`src/hdl/ntc_pkg.sv`:
```
package ntc_pkg;

    // Widths of the words on the two channels.
    localparam int ADC_W  = 16;
    localparam int TEMP_W = 17;

    // Calibration curve: divider readings at -40 C, -35 C, ... 125 C.
    localparam int TABLE_LEN    = 34;
    localparam int LAST_SEG     = TABLE_LEN - 1;
    localparam int SEG_W        = $clog2(TABLE_LEN);
    localparam int ZERO_C_INDEX = 8;

    typedef logic [SEG_W-1:0] seg_t;
    typedef logic [ADC_W-1:0] adc_t;
    typedef logic [TEMP_W-1:0] temp_t;

    localparam adc_t NTC_CURVE [0:TABLE_LEN-1] = '{
        16'hF825, 16'hF555, 16'hF1B4, 16'hED1C, 16'hE76A, 16'hE075, 16'hD830, 16'hCE4A,
        16'hC310, 16'hB6E0, 16'hA9C6, 16'h9C11, 16'h8E16, 16'h7FFF, 16'h7267, 16'h657E,
        16'h5976, 16'h4E82, 16'h449A, 16'h3BAB, 16'h33C9, 16'h2CEC, 16'h26F1, 16'h21BE,
        16'h1D40, 16'h195F, 16'h1608, 16'h1328, 16'h10AF, 16'h0E94, 16'h0CC4, 16'h0B32,
        16'h09D6, 16'h08AB
    };

endpackage

```
`src/hdl/ntc_if.sv`:
```
// Channel carrying one raw thermistor reading per word.
interface ntc_in_if
    import ntc_pkg::*;
();
    logic valid;
    logic ready;
    adc_t adc_value;

    modport source (output valid, output adc_value, input ready);
    modport sink (input valid, input adc_value, output ready);
endinterface

// Channel carrying one temperature result per word.
interface ntc_out_if
    import ntc_pkg::*;
();
    logic  valid;
    logic  ready;
    temp_t temp_q8;

    modport source (output valid, output temp_q8, input ready);
    modport sink (input valid, input temp_q8, output ready);
endinterface

```
`src/hdl/ntc_adc_to_celsius_interp.sv`:
```
// Converts one 16-bit NTC divider reading into degrees Celsius, signed two's
// complement with FRACTION_BITS fraction bits in a 17-bit word. A constant
// 34-point curve (one point per 5 degrees from -40 C to 125 C) is walked one
// entry per clock starting at segment 1, stopping at the first entry at or
// below the reading or at the last segment; readings past either end of the
// curve extrapolate along the end segment, and results that do not fit in 17
// bits saturate. The fraction within the segment comes from a restoring
// divider that produces one quotient bit per clock, truncating toward zero.
// After a word is accepted, the conversion passes through the SEARCH, DIVIDE
// and FINISH states before the result is registered; FINISH holds while an
// earlier result is still unclaimed. The block takes a new reading once per
// conversion, on the cycle after a result has been registered. A finished
// result waits in the output register, so a new reading is accepted while
// the previous result is still held there.
module ntc_adc_to_celsius_interp
    import ntc_pkg::*;
#(
    parameter int FRACTION_BITS = 8
) (
    input  logic      clk,
    input  logic      rst_n,
    ntc_in_if.sink    adc_in,
    ntc_out_if.source temp_out
);

    // The numerator magnitude is |lo - adc| * 5 * 2^F: 16 + 3 + F bits.
    localparam int Q_W   = ADC_W + 3 + FRACTION_BITS;
    localparam int CNT_W = $clog2(Q_W + 1);
    // Segment offset times 5 times 2^F plus the fraction, with headroom.
    localparam int SUM_W = Q_W + 2;

    typedef enum logic [1:0] {
        IDLE,
        SEARCH,
        DIVIDE,
        FINISH
    } state_t;

    state_t             state_reg;
    adc_t               adc_reg;
    seg_t               seg_reg;
    adc_t               div_reg;
    adc_t               rem_reg;
    logic [Q_W-1:0]     num_reg;
    logic [CNT_W-1:0]   cnt_reg;
    logic               neg_reg;
    temp_t              temp_reg;
    logic               out_valid_reg;

    // Search and divider setup.
    adc_t               seg_hi;
    adc_t               seg_lo;
    logic               advance;
    logic [ADC_W:0]     diff;
    adc_t               mag;
    logic [Q_W-1:0]     num_setup;

    // One restoring divider step.
    logic [ADC_W:0]     shifted;
    logic [ADC_W:0]     trial;
    logic               fits;
    adc_t               rem_next;
    logic [Q_W-1:0]     num_next;

    // Final sum and saturation.
    logic [SUM_W-1:0]   seg_off;
    logic [SUM_W-1:0]   base;
    logic [SUM_W-1:0]   frac;
    logic [SUM_W-1:0]   sum;
    logic               sat_hi;
    logic               sat_lo;
    temp_t              temp_next;

    assign adc_in.ready   = (state_reg == IDLE);
    assign temp_out.valid = out_valid_reg;
    assign temp_out.temp_q8 = temp_reg;

    always_comb
    begin
        seg_hi    = NTC_CURVE[seg_reg - seg_t'(1)];
        seg_lo    = NTC_CURVE[seg_reg];
        advance   = (seg_reg < seg_t'(LAST_SEG)) && (adc_reg < seg_lo);
        diff      = {1'b0, seg_lo} - {1'b0, adc_reg};
        mag       = diff[ADC_W] ? adc_t'(-diff) : diff[ADC_W-1:0];
        // Times five as a shift and add, then scaled by the fraction bits.
        num_setup = (Q_W'({mag, 2'b00}) + Q_W'(mag)) << FRACTION_BITS;
    end

    always_comb
    begin
        shifted  = {rem_reg, num_reg[Q_W-1]};
        trial    = shifted - {1'b0, div_reg};
        fits     = !(shifted < {1'b0, div_reg});
        rem_next = fits ? trial[ADC_W-1:0] : shifted[ADC_W-1:0];
        num_next = {num_reg[Q_W-2:0], fits};
    end

    always_comb
    begin
        seg_off   = SUM_W'(seg_reg) - SUM_W'(ZERO_C_INDEX);
        base      = ((seg_off << 2) + seg_off) << FRACTION_BITS;
        frac      = neg_reg ? -SUM_W'(num_reg) : SUM_W'(num_reg);
        sum       = base + frac;
        // In range when all bits from the sign of a 17-bit word upward agree.
        sat_hi    = !sum[SUM_W-1] && (|sum[SUM_W-2:TEMP_W-1]);
        sat_lo    = sum[SUM_W-1] && !(&sum[SUM_W-2:TEMP_W-1]);
        temp_next = sat_hi ? {1'b0, {(TEMP_W-1){1'b1}}} :
                    sat_lo ? {1'b1, {(TEMP_W-1){1'b0}}} :
                    sum[TEMP_W-1:0];
    end

    always_ff @(posedge clk or negedge rst_n)
    begin
        if (!rst_n)
        begin
            state_reg     <= IDLE;
            out_valid_reg <= 1'b0;
        end
        else
        begin
            // In FINISH the valid flag is handled below, where a new result
            // may take the place of the one being claimed.
            if (out_valid_reg && temp_out.ready && state_reg != FINISH)
            begin
                out_valid_reg <= 1'b0;
            end
            unique case (state_reg)
                IDLE:
                begin
                    if (adc_in.valid)
                    begin
                        adc_reg   <= adc_in.adc_value;
                        seg_reg   <= seg_t'(1);
                        state_reg <= SEARCH;
                    end
                end
                SEARCH:
                begin
                    if (advance)
                    begin
                        seg_reg <= seg_reg + seg_t'(1);
                    end
                    else
                    begin
                        div_reg   <= seg_hi - seg_lo;
                        rem_reg   <= '0;
                        num_reg   <= num_setup;
                        neg_reg   <= diff[ADC_W];
                        cnt_reg   <= CNT_W'(Q_W);
                        state_reg <= DIVIDE;
                    end
                end
                DIVIDE:
                begin
                    rem_reg <= rem_next;
                    num_reg <= num_next;
                    cnt_reg <= cnt_reg - CNT_W'(1);
                    if (cnt_reg == CNT_W'(1))
                    begin
                        state_reg <= FINISH;
                    end
                end
                FINISH:
                begin
                    // Wait here only while an earlier result is still unclaimed.
                    if (!out_valid_reg || temp_out.ready)
                    begin
                        temp_reg      <= temp_next;
                        out_valid_reg <= 1'b1;
                        state_reg     <= IDLE;
                    end
                end
                default:
                begin
                    state_reg <= IDLE;
                end
            endcase
        end
    end

    // The segment index never leaves the curve while a conversion runs.
    assert property (@(posedge clk) disable iff (!rst_n)
        state_reg != IDLE |-> seg_reg >= seg_t'(1) && seg_reg <= seg_t'(LAST_SEG))
        else $error("segment index outside the curve");

    // The curve falls strictly, so the divisor is never zero.
    assert property (@(posedge clk) disable iff (!rst_n)
        state_reg == DIVIDE |-> div_reg != '0)
        else $error("zero divisor");

    // The partial remainder stays below the divisor through the division.
    assert property (@(posedge clk) disable iff (!rst_n)
        state_reg == DIVIDE |-> rem_reg < div_reg)
        else $error("partial remainder not below divisor");

endmodule
```
`src/flat_wrapper.sv`:
```
// flat-port wrapper written by rule: the top's interface ports become plain ports
module ntc_adc_to_celsius_interp_flat import ntc_pkg::*;
#(
    parameter int FRACTION_BITS = 8
)
  (clk, rst_n, adc_in_valid, adc_in_adc_value, adc_in_ready, temp_out_valid, temp_out_temp_q8, temp_out_ready);
  ntc_in_if adc_in_i ();
  ntc_out_if temp_out_i ();
  input  logic clk;
  input  logic rst_n;
  input wire logic [$bits(adc_in_i.valid)-1:0] adc_in_valid;
  input wire logic [$bits(adc_in_i.adc_value)-1:0] adc_in_adc_value;
  output wire logic [$bits(adc_in_i.ready)-1:0] adc_in_ready;
  output wire logic [$bits(temp_out_i.valid)-1:0] temp_out_valid;
  output wire logic [$bits(temp_out_i.temp_q8)-1:0] temp_out_temp_q8;
  input wire logic [$bits(temp_out_i.ready)-1:0] temp_out_ready;
  assign adc_in_i.valid = adc_in_valid;
  assign adc_in_i.adc_value = adc_in_adc_value;
  assign adc_in_ready = adc_in_i.ready;
  assign temp_out_valid = temp_out_i.valid;
  assign temp_out_temp_q8 = temp_out_i.temp_q8;
  assign temp_out_i.ready = temp_out_ready;
  ntc_adc_to_celsius_interp #(.FRACTION_BITS(FRACTION_BITS)) u_core (.clk(clk), .rst_n(rst_n), .adc_in(adc_in_i), .temp_out(temp_out_i));
endmodule
```
`config.mk`:
```
export PLATFORM = sky130hd
export DESIGN_NAME = ntc_adc_to_celsius_interp_flat
export DESIGN_NICKNAME = d
export VERILOG_FILES = /design/src/hdl/ntc_pkg.sv /design/src/hdl/ntc_if.sv /design/src/hdl/ntc_adc_to_celsius_interp.sv /design/src/flat_wrapper.sv
export SDC_FILE = /design/constraint.sdc
export NUM_CORES = 1
export LEC_CHECK = 0
export BUFFER_PORTS_ARGS = -buffer_cell sky130_fd_sc_hd__buf_4
export CORE_UTILIZATION = 30
export CTS_CLUSTER_DIAMETER = 30
export CTS_CLUSTER_SIZE = 14
export DETAILED_ROUTE_END_ITERATION = 8
export PLACE_DENSITY = 0.55
export SLEW_MARGIN = 20
export SYNTH_ARGS = -nofsm -noshare
export SYNTH_HDL_FRONTEND = slang
export SYNTH_SLANG_ARGS = --single-unit
```
`constraint.sdc`:
```
create_clock -name clk -period 8 [get_ports clk]
set_input_delay 0 -clock clk [delete_from_list [all_inputs] [get_ports clk]]
set_output_delay 0 -clock clk [all_outputs]
set_load 0.01 [all_outputs]
```
==> results.json, run 1 <==
{
  "crit_path_end": "u_core.num_reg[24]",
  "synthFlopType": "edfxtp_1",
  "fin_crit_ps": 7200,
  "drt-total-wl_mm": 30.9,
  "arrival_ps": 7320,
  "cp-startpoint": "u_core.seg_reg[0]",
  "ys_seq_area_share_pct": 27.6,
  "portBuffers": 38,
  "largest_register_ffs": 27,
  "maxCapViolCount": 0,
  "cts.sinks": 107,
  "clock_skew_ps": 17.4,
  "synth-edff-count": 104,
  "cts.htree.levels": 3,
  "cts_tree": "yes",
  "layout_common_cells": "nand2_1, nor2_1, ha_1",
  "critPathSlowestCell": "ha_1",
  "vias_per_cell": 5.20,
  "setup_viol": 0,
  "grt_overflow_total": 0,
  "layout_commonest_cell": "nand2_1",
  "place_congestion": 0.882,
  "async_flop_share_pct": 2.80,
  "fmax_ghz": 0.139,
  "antenna_found_initial": 0,
  "r2r-end": "u_core.num_reg[24]",
  "syn_area_per_cell_um2": 8.48,
  "wl_per_cell_um": 16.2,
  "die_width_um": 198,
  "worst-slew-pin-transition_ps": 1010,
  "first_pass_iters": 5,
  "status": "complete, no violations",
  "cts_root_buf": "clkbuf_16",
  "antenna_cells": 0,
  "grt_max_degree": 49,
  "worst_path_largest_cell_delay_ps": 550,
  "cts.clk_slew.worst_paths_ps": 80,
  "row_count": 71,
  "synth_seq_cells": 107,
  "r2r_cells": 30,
  "core_area_um2": 37800,
  "synth.distinct_cells": 90,
  "fillerInstances": 3967,
  "fin_crit_sh_pct": 90.0,
  "clk_path_buf_depth": 2,
  "clk_latency_ps": 390,
  "criticalPathCategory": "reg2reg",
  "hp-class": "in2reg",
  "crit_fanout": 31,
  "setup_tns_ps": 0,
  "grt_pass1_wl_mm": 49.9,
  "maxSlewHeadroom_pct": 32.7,
  "nets": 1539,
  "area_delta_synth_final_pct": 11.7,
  "yosysWarnings": 0,
  "grt_usage_pct": 16.2,
  "syn_nets": 1512,
  "start_util_pct": 30.6,
  "die-area_um2": 39400,
  "io_pins": 39,
  "die_height_um": 198,
  "postSynthCellCount": 1365,
  "worst_setup_path_end_kind": "flip-flop",
  "hold_violations": 0,
  "drcViolationCount": 0,
  "crit_top_cell": "a21oi_1",
  "cp-start-kind": "flip-flop",
  "reg2reg_slack_ps": 800,
  "ant_nets": 0,
  "rr_startpoint": "u_core.seg_reg[0]",
  "vias": 9919,
  "post_cts_resized": 0,
  "drive_above_1_share_pct": 8.52,
  "drtIter0Drc": 814,
  "grt_pass1_vias": 9329,
  "cp.required_ps": 8120,
  "syn-cell-area_um2": 11600,
  "rsz0062_at_grt": "false",
  "cts_made_buffers": 9,
  "final-max-slew-violation-count": 0,
  "hpwlAfterDp_mm": 23.7
}
-- cell usage after synthesis (all sizes together), types with 6 or more instances --
master  count  area, um2
a211oi     23        173
a21boi     13       97.6
a21o       21        158
a21oi      91        459
a31oi      18        128
and2       17        109
and3       10       62.6
buf        13       55.1
clkbuf     47        178
edfxtp    104       3120
fa          6        120
ha        121       1510
inv       101        379
mux2i      29        294
nand2     129        484
nand2b     14       87.6
nand3      25        125
nand4       8       65.1
nor2      121        454
nor2b      17        106
nor3       25        135
nor4        6       37.5
o211ai     13       97.6
o21a       11       82.6
o21ai     118        594
o21bai      8       71.3
o311ai      7       86.3
o31a        7       70.1
o31ai      11       97.6
or3        17        116
xnor2      88        778
xor2       31        279
-- area by class of cell --
class | instances | area [um2] | share of cell area [%]
well taps | 511 | 639 | 4.95
flip-flops and latches | 107 | 3200 | 24.7
inverters | 103 | 387 | 2.99
clock inverters | 4 | 52.6 | 0.407
clock buffers | 12 | 236 | 1.83
multi-input cells | 1095 | 7790 | 60.3
repair buffers | 76 | 618 | 4.78
-- logic make-up after synthesis --
group,count (synthesis),synth area share (%)
xor gates and xnor gates,119,9.14
muxes,39,4.00
DFF,107,27.6
buffers and inverters,163,5.35
and+or+nand+nor,416,17.2
adders and majority gates,127,14.1
AOI/OAI and AO/OA,394,22.6
-- worst min path at each step --
| stage | from | end | slack [ps] | cells past startpoint |
|---|---|---|---|---|
| 2_1_floorplan | rst_n | u_core.state_reg[0] | -300 | 0 |
| 3_3_place_gp | rst_n | u_core.state_reg[1] | -190 | 1 |
| 3_5_place_dp | rst_n | u_core.state_reg[0] | -190 | 1 |
| 4_1_cts | adc_in_valid | u_core.state_reg[0] | 150 | 4 |
| 5_1_grt | adc_in_valid | u_core.state_reg[0] | 180 | 4 |
| 6_report | adc_in_valid | u_core.state_reg[0] | 160 | 4 |
-- routing by layer --
layer,routed length (um),track usage [%]
met1,14900,21.7
met3,1150,2.42
met2,14200,26.6
met5,0,0
met4,556,4.81
-- stage by stage --
step	hold WS (ps)	util [%]	cells	setup WS [ps]	cell area (um2)
6_report	161	34.1	1908	801	12900
4_1_cts	155	34.1	1908	816	12900
3_5_place_dp	-186	32.9	1873	863	12400
3_3_place_gp	-188	32.9	1873	1030	12400
5_1_grt	184	34.1	1908	124	12900
2_1_floorplan	-296	-	1365	888	11600
-- timing repair --
item                      CTS  global route
hold endpoints to repair   20             0
hold buffers               19             0
setup buffers               0             0
-- worst max-delay path: cells and delay by family, from the launching register on --
kind            cells  cell delay (ps)
compound gates     14             2780
xor+xnor            2              300
fa+ha+maj           4             1740
buf+inv             4              970
flops               1              360
mux                 1              120
simple gates        5              640
Power of run 1 is left out: the tool's default activity adds up to more than one toggle a clock period on the data nets, which glitch-free logic cannot reach.
==> inputs of run 2 (changes only) <==
- CORE_UTILIZATION: 30 -> 65
- PLACE_DENSITY: 0.55 -> 0.94
==> run 2 against run 1 <==
- worst hold slack better by 170 ps
- cell count shrank 15%
- critical path depth unchanged
- cell area is 2.9% lower
- clock-buffer cell count shrank 2
- largest cell class unchanged
- non-clock buffer count down 3
- fmax shrank 1.2%
- flip-flop and latch count unchanged
- worst setup slack got worse by 89 ps
- first-iteration DRC count grew 31%
- die area decreased by 53%
- sequential share of layout area grew 0.75 points
- highest routed layer unchanged
==> results.json, run 2 (same netlist as run 1, synthesis figures left out) <==
{
  "critPathSlowestCell": "ha_1",
  "criticalPathCategory": "reg2reg",
  "crit_top_cell": "a21oi_1",
  "status": "complete, no violations",
  "hpwlAfterDp_mm": 22.0,
  "setup_viol": 0,
  "drive_above_1_share_pct": 8.46,
  "maxSlewHeadroom_pct": 25.6,
  "start_util_pct": 66.7,
  "drcViolationCount": 0,
  "drtIter0Drc": 1070,
  "cts_tree": "yes",
  "worst-slew-pin-transition_ps": 1100,
  "cts.htree.levels": 3,
  "layout_commonest_cell": "nand2_1",
  "fin_crit_ps": 7290,
  "fmax_ghz": 0.137,
  "die-area_um2": 18300,
  "clk_latency_ps": 380,
  "core_area_um2": 17400,
  "portBuffers": 38,
  "antenna_found_initial": 0,
  "antenna_cells": 0,
  "drt-total-wl_mm": 29.8,
  "clock_skew_ps": 12.2,
  "fin_crit_sh_pct": 91.1,
  "rsz0062_at_grt": "false",
  "grt_overflow_total": 0,
  "worst_path_largest_cell_delay_ps": 490,
  "cts_made_buffers": 9,
  "fillerInstances": 1247,
  "io_pins": 39,
  "arrival_ps": 7530,
  "vias_per_cell": 6.50,
  "cp-start-kind": "flip-flop",
  "crit_fanout": 19,
  "ant_nets": 0,
  "cts.clk_slew.worst_paths_ps": 80,
  "hold_violations": 0,
  "area_delta_synth_final_pct": 8.37,
  "grt_pass1_vias": 10100,
  "cts_root_buf": "clkbuf_16",
  "maxCapViolCount": 0,
  "final-max-slew-violation-count": 0,
  "grt_pass1_wl_mm": 48.5,
  "cts.sinks": 107,
  "grt_usage_pct": 33.6,
  "hp-class": "in2reg",
  "grt_max_degree": 48,
  "cp.required_ps": 8240,
  "clk_path_buf_depth": 2,
  "post-cts-setup-buffers": 0,
  "largest_register_ffs": 27,
  "layout_common_cells": "nand2_1, nor2_1, ha_1",
  "first_pass_iters": 5,
  "worst_setup_path_end_kind": "flip-flop",
  "vias": 10500,
  "wl_per_cell_um": 18.4,
  "die_width_um": 135,
  "row_count": 48,
  "nets": 1536,
  "die_height_um": 135,
  "place_congestion": 0.970,
  "setup_tns_ps": 0
}
run 2: changes by cell type in the layout (fill, tap and decap cells not counted):
cell	previous run	this run
buf_4	57	54
clkinvlp_4	0	1
inv_8	0	2
clkinv_8	0	1
clkbuf_1	3	1
bufinv_16	1	0
clkinv_4	2	1
run 2: layer usage:
metal  global-route usage, %  part of all wire [%]  vias to the layer above
met5                       0                     0                        -
met3                    6.51                   6.7                      102
met2                    56.3                    47                      452
li1                        -                     -                     4989
met4                    17.7                   4.7                        0
met1                    40.9                    42                     4988
run 2: what timing repair did:
action / in CTS / in global routing
resized for setup: 0 / 0
endpoints found under the hold margin: 20 / 0
hold buffers: 19 / 0
setup endpoints to repair: 0 / 0
run 2: final cells by class:
cell class	count	area, um2	area share, %
Clock buffer	10	229	1.83
Clock inverter	6	60.1	0.479
Inverter	103	387	3.08
Multi-Input combinational cell	1095	7790	62.1
Sequential cell	107	3200	25.5
Tap cell	225	282	2.24
Timing Repair Buffer	73	596	4.75
run 2: critical path: cells and delay by family, from the launching register on:
family	cells	cell delay [ps]
AOI/OAI and AO/OA	14	3160
xor gates and xnor gates	1	230
adders and majority gates	4	1440
buffers and inverters	3	680
DFF	1	390
muxes	1	130
and+or+nand+nor	7	1110
run 2: worst paths after layout:
check	end	cells after the start	slack, ps	startpoint
max reg2reg	u_core.num_reg[23]	30	710	u_core.seg_reg[1]
min	u_core.state_reg[0]	4	330	adc_in_valid
min in group asynchronous	u_core.state_reg[0]	3	640	rst_n
min reg2reg	u_core.rem_reg[15]	1	600	u_core.rem_reg[14]
max	u_core.num_reg[23]	30	710	u_core.seg_reg[1]
max in group asynchronous	u_core.state_reg[1]	3	7160	rst_n
run 2: per-stage QoR:
stage | instance area, um2 | std cells | util (%) | hold slack (ps) | worst slack (ps)
CTS | 12500 | 1619 | 72.2 | 296 | 893
floorplan | 11600 | 1365 | - | -296 | 888
global placement | 12100 | 1584 | 69.5 | -169 | 1280
finish | 12500 | 1619 | 72.3 | 327 | 712
global route | 12500 | 1619 | 72.3 | 331 | 253
detailed placement | 12100 | 1584 | 69.5 | -169 | 943
Power of run 2 is left out for the same reason.
==> inputs of run 3 (changes only) <==
- PLACE_DENSITY: 0.94 -> default
- PLACE_DENSITY_LB_ADDON: default -> 0.08
==> run 3 against run 2 <==
- flip-flop and latch count unchanged
- wire length is 6.5% lower
- global-route usage shrank 2.6 points
- cell count is 0.19% higher
- sequential share of layout area decreased by 0.10 points
- die area stayed put
- fmax increased by 1.7%
- critical path depth stayed put
- non-clock buffer count rose by 3
- via count shrank 3.7%
- register-to-register slack improved by 120 ps
==> results.json, run 3 (same netlist as run 1, synthesis figures left out) <==
{
  "hold_depth": 4,
  "crit_fanout": 31,
  "fin_crit_sh_pct": 89.5,
  "reg2reg_slack_ps": 840,
  "cts.htree.levels": 3,
  "grt_max_degree": 49,
  "final_util_pct": 72.5,
  "rsz0062_at_grt": "false",
  "hpwlAfterDp_mm": 21.1,
  "holdWs_ps": 192,
  "place_congestion": 0.950,
  "area_delta_synth_final_pct": 8.80,
  "vias": 10100,
  "grt_usage_pct": 30.9,
  "worst-slew-pin-transition_ps": 1100,
  "row_count": 48,
  "worst_path_largest_cell_delay_ps": 540,
  "cts_tree": "yes",
  "cts_made_buffers": 9,
  "setup_viol": 0,
  "arrival_ps": 7280,
  "hp-class": "in2reg",
  "final_cells": 1622,
  "ant_nets": 0,
  "antenna_cells": 0,
  "status": "complete, no violations",
  "cts.sinks": 107,
  "die_width_um": 135,
  "portBuffers": 38,
  "antenna_found_initial": 0,
  "grt_overflow_total": 0,
  "drtIter0Drc": 968,
  "core_area_um2": 17400,
  "r2r-end": "u_core.num_reg[24]",
  "cp.required_ps": 8120,
  "layout_common_cells": "nand2_1, nor2_1, ha_1",
  "hold_start": "adc_in_valid",
  "worst_setup_path_end_kind": "flip-flop",
  "layout_commonest_cell": "nand2_1",
  "fillerInstances": 1357,
  "start_util_pct": 66.7,
  "rr_startpoint": "u_core.seg_reg[0]",
  "maxCapViolCount": 0,
  "clk_latency_ps": 380,
  "drt-total-wl_mm": 27.9,
  "first_pass_iters": 5,
  "largest_register_ffs": 27,
  "fmax_ghz": 0.140,
  "cts_root_buf": "clkbuf_16",
  "die-area_um2": 18300,
  "maxSlewHeadroom_pct": 25.6,
  "fin_crit_ps": 7160,
  "cp-start-kind": "flip-flop",
  "die_height_um": 135,
  "worstPathBufferInverterCount": 3,
  "grt_pass1_wl_mm": 44.8,
  "holdPathEnd": "u_core.state_reg[0]",
  "dp.cells": 1587,
  "post_cts_resized": 0,
  "vias_per_cell": 6.25,
  "nets": 1539,
  "criticalPathCategory": "reg2reg",
  "wl_per_cell_um": 17.2,
  "hold_violations": 0,
  "critPathSlowestCell": "ha_1",
  "r2r_cells": 30,
  "crit_family": "compound AO/OA/AOI/OAI gates",
  "grt_pass1_vias": 9312,
  "io_pins": 39,
  "drcViolationCount": 0,
  "drive_above_1_share_pct": 8.73,
  "final-max-slew-violation-count": 0,
  "setup_tns_ps": 0,
  "clock_skew_ps": 16.8,
  "cts.clk_slew.worst_paths_ps": 80,
  "clk_path_buf_depth": 2
}
[run 3: cell count changes in the layout (fill, tap and decap cells not counted), sizes merged]
| cell | before | now |
|---|---|---|
| clkbuf | 10 | 9 |
| clkinvlp | 1 | 0 |
| buf | 54 | 57 |
| inv | 103 | 105 |
[run 3: stage by stage]
step / cell area [um2] / worst slack (ps)
finish: 12600 / 837
global route: 12600 / 292
CTS: 12600 / 906
detailed placement: 12100 / 984
global placement: 12100 / 1210
floorplan: 11600 / 888
[run 3: how the worst max path moves through the flow]
stage	start	cells after the start	slack [ps]	to
4_1_cts	u_core.seg_reg[0]	30	910	u_core.num_reg[22]
6_report	u_core.seg_reg[0]	30	840	u_core.num_reg[24]
3_3_place_gp	u_core.seg_reg[0]	30	1210	u_core.num_reg[24]
5_1_grt	u_core.seg_reg[0]	30	290	u_core.num_reg[22]
3_5_place_dp	u_core.seg_reg[0]	30	980	u_core.num_reg[22]
2_1_floorplan	u_core.seg_reg[0]	34	890	u_core.num_reg[22]
[run 3: timing repair]
item,4_1_cts,5_1_grt
setup buffers,0,0
hold buffers,19,0
endpoints found under the hold margin,20,0
[run 3: layout make-up]
| cell class | count | area, um2 | area share [%] |
|---|---|---|---|
| sequential | 107 | 3200 | 25.4 |
| inverter | 103 | 387 | 3.07 |
| tap | 225 | 282 | 2.24 |
| multi-input combinational | 1095 | 7790 | 61.9 |
| clock inverter | 7 | 91.3 | 0.725 |
| clock buffer | 9 | 225 | 1.79 |
| timing repair buffer | 76 | 618 | 4.91 |
[run 3: worst min-delay path, cell delays in order]
cell and delay, ps:
buf_4 120, nand2b_1 160, o2111ai_1 160, mux2i_1 90
[run 3: per-layer routing]
metal  track usage (%)  wire length [um]  vias to the layer above
met5                 0                 0                        -
met4              11.9               899                        0
met3              4.94              1660                       67
met2              51.9             13100                      342
met1              39.9             12200                     4731
li1                  -                 -                     4997
Power of run 3 is left out for the same reason.
